--- src/design/adenv_pkg.sv ---
package adenv_pkg;

  localparam int DEF_LEVEL_FRAC_BITS = 16;

  localparam int STEP_W    = 16;
  localparam int OUT_W     = 17;
  localparam int STAGE_W   = 2;
  localparam int CFG_IDX_W = 2;
  localparam int CFG_W     = 16;
  localparam int S_DATA_W  = 8;
  localparam int M_DATA_W  = 40;

  localparam logic [STAGE_W-1:0] STG_IDLE   = 2'd0;
  localparam logic [STAGE_W-1:0] STG_ATTACK = 2'd1;
  localparam logic [STAGE_W-1:0] STG_DECAY  = 2'd2;

  localparam logic [CFG_IDX_W-1:0] REG_ATTACK_STEP = 2'd0;
  localparam logic [CFG_IDX_W-1:0] REG_DECAY_STEP  = 2'd1;
  localparam logic [CFG_IDX_W-1:0] REG_LOOP_MODE   = 2'd2;

  localparam logic [STEP_W-1:0] ATTACK_STEP_RST = 16'd655;
  localparam logic [STEP_W-1:0] DECAY_STEP_RST  = 16'd65;

  localparam logic [OUT_W-1:0] OUT_ONE = 17'd65536;

  typedef struct packed {
    logic [STEP_W-1:0] attack_step;
    logic [STEP_W-1:0] decay_step;
    logic              loop_mode;
  } cfg_t;

endpackage

--- src/design/adenv_step.sv ---
module adenv_step #(
  parameter int LEVEL_FRAC_BITS = adenv_pkg::DEF_LEVEL_FRAC_BITS
) (
  input  adenv_pkg::cfg_t                 cfg,
  input  logic                            gate,
  input  logic                            last_gate,
  input  logic [adenv_pkg::STAGE_W-1:0]   stage,
  input  logic [LEVEL_FRAC_BITS:0]        level,
  output logic [adenv_pkg::STAGE_W-1:0]   stage_next,
  output logic [LEVEL_FRAC_BITS:0]        level_next,
  output logic [adenv_pkg::OUT_W-1:0]     env_level,
  output logic [adenv_pkg::OUT_W-1:0]     inverted_level
);
  import adenv_pkg::*;

  localparam int L = LEVEL_FRAC_BITS + 1;
  localparam int P = STEP_W + L;
  localparam logic [L-1:0] ONE    = L'(64'd1 << LEVEL_FRAC_BITS);
  localparam logic [L-1:0] TARGET = L'((64'd102 * (64'd1 << LEVEL_FRAC_BITS) + 64'd50) / 64'd100);
  localparam logic [L-1:0] FLOOR  = L'(((64'd1 << LEVEL_FRAC_BITS) + 64'd5000) / 64'd10000);

  logic [STAGE_W-1:0] eff_stage;
  logic [STEP_W-1:0]  mul_step;
  logic [L-1:0]       mul_opnd;
  logic [P-1:0]       prod;
  logic [P-1:0]       rounded;
  logic [L-1:0]       amt;
  logic [L:0]         att_sum;
  logic [L-1:0]       dec_val;
  logic [L+STEP_W-1:0] lvl_wide;

  assign eff_stage = (gate && !last_gate) ? STG_ATTACK : stage;

  // one shared multiplier: attack scales the distance to target, decay the level
  assign mul_step = (eff_stage == STG_ATTACK) ? cfg.attack_step : cfg.decay_step;
  assign mul_opnd = (eff_stage == STG_ATTACK) ? (TARGET - level) : level;
  assign prod     = P'(mul_step) * P'(mul_opnd);
  assign rounded  = prod + P'({STEP_W{1'b1}});
  assign amt      = rounded[P-1:STEP_W];

  assign att_sum = {1'b0, level} + {1'b0, amt};
  assign dec_val = (amt >= level) ? '0 : (level - amt);

  always_comb begin
    stage_next = STG_IDLE;
    level_next = '0;
    case (eff_stage)
      STG_ATTACK: begin
        if (att_sum >= {1'b0, ONE}) begin
          level_next = ONE;
          stage_next = STG_DECAY;
        end else begin
          level_next = att_sum[L-1:0];
          stage_next = STG_ATTACK;
        end
      end
      STG_DECAY: begin
        if (dec_val < FLOOR) begin
          level_next = '0;
          stage_next = cfg.loop_mode ? STG_ATTACK : STG_IDLE;
        end else begin
          level_next = dec_val;
          stage_next = STG_DECAY;
        end
      end
      default: begin
        level_next = '0;
        stage_next = STG_IDLE;
      end
    endcase
  end

  // rescale to 16 fraction bits: (level_next << 16) >> F
  assign lvl_wide       = {level_next, {STEP_W{1'b0}}};
  assign env_level      = lvl_wide[LEVEL_FRAC_BITS+16:LEVEL_FRAC_BITS];
  assign inverted_level = OUT_ONE - env_level;

endmodule

--- src/design/ad_envelope_generator_top.sv ---
// Attack-decay envelope generator. Each transfer on the s_ side carries one
// gate sample; each sample gives exactly one m_ transfer with the envelope
// level (Q1.16), its complement to 1.0 and the stage after that sample.
// Throughput is one sample per clock while m_tready stays high. A taken
// sample sits in the input register; when the output can advance, its result
// is loaded into the stage, level and output data registers and offered on m_.
// The cycle is set by one 16 x (LEVEL_FRAC_BITS+1) multiply, a round-up add,
// the level add and a compare feeding the level register. The user writes
// step fractions and loop mode on the cfg port while the block is idle;
// the block itself does not enforce it.
module ad_envelope_generator_top #(
  parameter int LEVEL_FRAC_BITS = adenv_pkg::DEF_LEVEL_FRAC_BITS
) (
  input  logic                              clk,
  input  logic                              rst,
  input  logic                              cfg_we,
  input  logic [adenv_pkg::CFG_IDX_W-1:0]   cfg_index,
  input  logic [adenv_pkg::CFG_W-1:0]       cfg_data,
  input  logic                              s_tvalid,
  output logic                              s_tready,
  input  logic [adenv_pkg::S_DATA_W-1:0]    s_tdata,  // [0] gate
  output logic                              m_tvalid,
  input  logic                              m_tready,
  output logic [adenv_pkg::M_DATA_W-1:0]    m_tdata   // [16:0] env_level,
                                                      // [33:17] inverted_level,
                                                      // [35:34] stage
);
  import adenv_pkg::*;

  localparam int L = LEVEL_FRAC_BITS + 1;

  cfg_t               cfg;
  logic               in_valid;
  logic               in_gate;
  logic               last_gate;
  logic [STAGE_W-1:0] stage;
  logic [L-1:0]       level;
  logic [STAGE_W-1:0] stage_next;
  logic [L-1:0]       level_next;
  logic [OUT_W-1:0]   env_level;
  logic [OUT_W-1:0]   inverted_level;
  logic               adv;
  logic               fire;

  assign adv      = !m_tvalid || m_tready;
  assign fire     = in_valid && adv;
  assign s_tready = !in_valid || adv;

  always_ff @(posedge clk) begin
    if (rst) begin
      cfg.attack_step <= ATTACK_STEP_RST;
      cfg.decay_step  <= DECAY_STEP_RST;
      cfg.loop_mode   <= 1'b0;
    end else if (cfg_we) begin
      case (cfg_index)
        REG_ATTACK_STEP: cfg.attack_step <= cfg_data;
        REG_DECAY_STEP:  cfg.decay_step  <= cfg_data;
        REG_LOOP_MODE:   cfg.loop_mode   <= cfg_data[0];
        default: ;
      endcase
    end
  end

  always_ff @(posedge clk) begin
    if (rst) begin
      in_valid <= 1'b0;
    end else if (s_tvalid && s_tready) begin
      in_valid <= 1'b1;
    end else if (adv) begin
      in_valid <= 1'b0;
    end
  end

  always_ff @(posedge clk) begin
    if (s_tvalid && s_tready) begin
      in_gate <= s_tdata[0];
    end
  end

  adenv_step #(
    .LEVEL_FRAC_BITS(LEVEL_FRAC_BITS)
  ) u_step (
    .cfg            (cfg),
    .gate           (in_gate),
    .last_gate      (last_gate),
    .stage          (stage),
    .level          (level),
    .stage_next     (stage_next),
    .level_next     (level_next),
    .env_level      (env_level),
    .inverted_level (inverted_level)
  );

  always_ff @(posedge clk) begin
    if (rst) begin
      stage     <= STG_IDLE;
      level     <= '0;
      last_gate <= 1'b0;
      m_tvalid  <= 1'b0;
    end else if (fire) begin
      stage     <= stage_next;
      level     <= level_next;
      last_gate <= in_gate;
      m_tvalid  <= 1'b1;
    end else if (m_tready) begin
      m_tvalid  <= 1'b0;
    end
  end

  always_ff @(posedge clk) begin
    if (fire) begin
      m_tdata <= {4'b0, stage_next, inverted_level, env_level};
    end
  end

  localparam logic [L-1:0] LVL_ONE = L'(64'd1 << LEVEL_FRAC_BITS);

  a_level_max: assert property (@(posedge clk) disable iff (rst)
    level <= LVL_ONE)
    else $error("level above 1.0");

  a_stage_code: assert property (@(posedge clk) disable iff (rst)
    stage == STG_IDLE || stage == STG_ATTACK || stage == STG_DECAY)
    else $error("unused stage code");

  a_idle_zero: assert property (@(posedge clk) disable iff (rst)
    (m_tvalid && m_tdata[35:34] == STG_IDLE) |-> (m_tdata[16:0] == '0))
    else $error("idle with nonzero level");

  a_complement: assert property (@(posedge clk) disable iff (rst)
    m_tvalid |-> (m_tdata[16:0] + m_tdata[33:17] == OUT_ONE))
    else $error("inverted level mismatch");

  a_gate_track: assert property (@(posedge clk) disable iff (rst)
    fire |=> (last_gate == $past(in_gate)))
    else $error("gate history not updated");

endmodule
--- config.mk ---
export PLATFORM = sky130hd
export DESIGN_NAME = ad_envelope_generator_top
export DESIGN_NICKNAME = d
export VERILOG_FILES = /design/src/design/adenv_pkg.sv /design/src/design/adenv_step.sv /design/src/design/ad_envelope_generator_top.sv
export SDC_FILE = /design/constraint.sdc
export NUM_CORES = 1
export LEC_CHECK = 0
export BUFFER_PORTS_ARGS = -buffer_cell sky130_fd_sc_hd__buf_2
export CAP_MARGIN = 20
export CELL_PAD_IN_SITES_DETAIL_PLACEMENT = 0
export CELL_PAD_IN_SITES_GLOBAL_PLACEMENT = 1
export CORE_ASPECT_RATIO = 2
export CORE_MARGIN = 2
export CORE_UTILIZATION = 30
export CTS_CLUSTER_SIZE = 28
export DETAILED_ROUTE_END_ITERATION = 8
export PLACE_DENSITY_LB_ADDON = 0.1
export SETUP_SLACK_MARGIN = 0.05
export SLEW_MARGIN = 20
export SYNTH_ARGS = -nofsm -noshare
export SYNTH_HDL_FRONTEND = slang
export SYNTH_SLANG_ARGS = --single-unit
--- constraint.sdc ---
create_clock -name clk -period 15.1 [get_ports clk]
set_clock_uncertainty 0.1 [all_clocks]
set_input_delay 1.51 -clock clk [delete_from_list [all_inputs] [get_ports clk]]
set_output_delay 1.51 -clock clk [all_outputs]
set_load 0.02 [all_outputs]
==> metrics.md <==
| Metric | Value |
|---|---|
| Placed insts | `2378` |
| Diodes inserted | `0` |
| PD cells | `172 nW/um^2` |
| Post-DP HPWL | `around 38 mm` |
| Initial Util | `0.302` |
| Finished Core Util | `0.331` |
| Drt pass-1 iters | `5` |
| First-pass GRT wire length | `73.2 mm` |
| Routability cong. | `0.849` |
| Fmax | `75.9 MHz` |
| Total die area | `51200 sq um` |
| Yosys top cell area share | `0.302` |
| CP max stage cell | `xnor2_1` |
| Asr flop ratio synth | `0` |
| Vias per cell | `4.82` |
| Crit end category | `flip-flop` |
| Min Tclk post-route | `13170 ps` |
| #FFs+latches synth | `91` |
| Clk root buf | `clkbuf_16` |
| Area grow syn2layout | `9.52%` |
| Sink Count | `91` |
| All-Layer GR Usage | `0.186` |
| Worst R2R Start | `in_gate` |
| DRT iter0 DRCs | `~600` |
| Slew Limit Fails | `0` |
| Layout cell share with drive strength beyond 1 | `0.0931` |
| Setup TNS | `0 ps` |
| Drt drc | `0` |
| I/O Buffers | `61` |
| Post-route ant nets | `0` |
| Critical Path RT | `15090 ps` |
| Largest net degree at the start of global routing | `60` |
| Synth Instances | `1697` |
| Final Non-Filler Cells | `2394` |
| Max Root-Sink Buffers | `2` |
| CTS Hold Bufs | `0` |
| Post-synthesis cell type count | `a little under 90` |
| Post-synth EDFFs | `36` |
| Die height | `318 um` |
| # rows | `approximately 120` |
| Commonest non-fill, non-tap cells in the layout | `298 x inv_1, 267 x nand2_1, 223 x fa_1` |
| Vias | `11536` |
| Fillers | `around 5200` |
| Final setup vio count | `0` |
| Worst slew margin relative to its limit | `0.245` |
| Worst Reg2Reg Path Length in Cells | `42` |
| Vias in the first global route | `12525` |
| CP Max Fanout | `52` |
| Status | `finished, final reports clean` |
| Crit Path Category | `flip-flop to flip-flop` |
| CTS clock-pin slew for the worst setup and hold paths | `roughly 60 ps` |
| Crit path launch type | `flip-flop` |
| Worst R2R End | `m_tdata[31]` |
| Drt wl/cell | `roughly 19 um` |
| Worst hold slack | `357 ps` |
| CTS buffer count | `9` |
| Hold Startpoint | `last_gate` |
| Final hold vios | `0` |
| Worst slew pin tran | `around 1100 ps` |
| TritonCTS clock tree | `yes` |
| # Max-Cap Violations | `0` |
| RSZ-0062 raised after global routing | `no` |
| Worst EP arrival | `~13000 ps` |
| Yosys Warn Count | `0` |
| WL final | `~46 mm` |
| Period utilization | `0.872` |
| Ports | `73` |
| # resized after CTS | `0` |
| Static leakage | `7.61 nW` |
| Die Wd | `between 150 and 200 um` |
| Worst R2R Setup Slack | `1930 ps` |
| Initial antenna violation count | `1` |
| Worst slack at placement | `1920 ps` |
| Top post-synthesis cells by area | `fa_1 30%, ha_1 11%, inv_1 7.6%` |
| Total setup buffers inserted after CTS | `0` |
| Most frequent CP cell | `fa_1` |
| GRT overflow | `0` |
| Hold depth | `2` |
| Cell area after synthesis | `14800 sq um` |
| Final WS setup | `1930 ps` |
| Top_reg_cell synth | `dfxtp_1` |
| HP Class | `flip-flop to flip-flop` |
| Post-Syn Area per Cell | `approximately 8.7 sq um` |
| Slowest stage delay, CP | `790 ps` |
| Clock Latency Late Sink | `360 ps` |
| Endpoint, Worst Hold | `last_gate` |
| Commonest non-fill, non-tap cell in the layout | `inv_1` |
| Core region area | `48900 sq um` |
| NumNets Final | `2135` |
| Htree depth | `3` |
| Register area share after synthesis | `0.148` |
| Worst VDD drop | `0.000212 V` |
| Post-synth top area cell | `fa_1` |
==> state kept, by name, indices dropped and copies added, names as in the netlist <==
| signal | cells |
|---|---|
| m_tdata | 35 |
| in_gate | 1 |
| last_gate | 1 |
| in_valid | 1 |
| cfg | 33 |
| stage | 2 |
| m_tvalid | 1 |
| level | 17 |
==> logic make-up (layout without fill, tap and decap cells) <==
kind of cell / Yosys count / after routing / share of synthesized area
other: 1 / 4 / 0.000254
multiplexers: 31 / 31 / 0.0222
flip-flops: 91 / 91 / 0.148
XOR/XNOR: 88 / 88 / 0.0522
AO/OA/AOI/OAI: 219 / 219 / 0.106
AND/OR/NAND/NOR: 550 / 550 / 0.160
buffers and inverters: 359 / 410 / 0.0948
adder cells (fa/ha/maj): 358 / 358 / 0.416
==> cells in the mapped netlist (4+ instances only) <==
| cell type | instances |
|---|---|
| inv_1 | 298 |
| nand2_1 | 267 |
| fa_1 | 223 |
| nor2_1 | 184 |
| ha_1 | 135 |
| a21oi_1 | 75 |
| xnor2_1 | 60 |
| dfxtp_1 | 55 |
| edfxtp_1 | 36 |
| clkbuf_1 | 34 |
| xor2_1 | 28 |
| a211oi_1 | 18 |
| mux2i_1 | 17 |
| o21ai_0 | 17 |
| mux2_2 | 14 |
| a21o_1 | 13 |
| nand2b_1 | 13 |
| nor3_1 | 12 |
| o21a_1 | 12 |
| nand3_1 | 11 |
| nor2b_1 | 11 |
| buf_2 | 10 |
| nand3b_1 | 10 |
| buf_4 | 9 |
| o21bai_1 | 9 |
| o211ai_1 | 7 |
| o21ai_1 | 7 |
| nor4_1 | 6 |
| o31ai_1 | 5 |
| a21boi_0 | 4 |
| a31oi_1 | 4 |
| or2_2 | 4 |
==> metal layers <==
metal,vias up,part of all wire,global-route usage
li1,5449,-,-
met1,5816,0.44,0.246
met2,215,0.49,0.319
met3,54,0.032,0.0184
met4,2,0.033,0.0599
met5,-,0.00020,0
==> worst max-delay path: cells and delay by family, from the launching register on <==
family | cells | cell delay [ps]
AOI/OAI and AO/OA | 14 | 4320
xor gates and xnor gates | 4 | 1270
adders and majority gates | 10 | 4350
buffers and inverters | 7 | 940
DFF | 1 | 400
and+or+nand+nor | 7 | 1420
==> cell type report <==
cell class	instances	area, sq um	area share
Multi-Input combinational cell	1250	11200	0.694
Sequential cell	91	2180	0.135
Inverter	302	1130	0.0701
Tap cell	643	805	0.0497
Timing Repair Buffer	92	538	0.0332
Clock buffer	14	254	0.0157
Clock inverter	2	37.5	0.00232
==> through the flow <==
| stage | power (mW) | instance area (sq um) |
|---|---|---|
| 4_1_cts | 2.82 | 16200 |
| 5_1_grt | 3.09 | 16200 |
| 2_1_floorplan | 1.90 | 14800 |
| 3_3_place_gp | 2.57 | 15900 |
| 6_report | 2.78 | 16200 |
| 3_5_place_dp | 2.57 | 15900 |
==> power breakdown <==
group | internal, mW | switching (mW) | total [mW]
clock | 0.133 | 0.0949 | 0.228
combinational | 0.808 | 1.40 | 2.21
sequential | 0.326 | 0.0192 | 0.345
==> worst max path at each step <==
stage | startpoint | endpoint | cells after the start
3_5_place_dp | in_gate | m_tdata[33] | 41
4_1_cts | in_gate | m_tdata[31] | 41
5_1_grt | in_gate | m_tdata[33] | 42
3_3_place_gp | in_gate | m_tdata[31] | 41
6_report | in_gate | m_tdata[31] | 42
2_1_floorplan | last_gate | m_tdata[33] | 44
(Power assumes the default switching activity.)
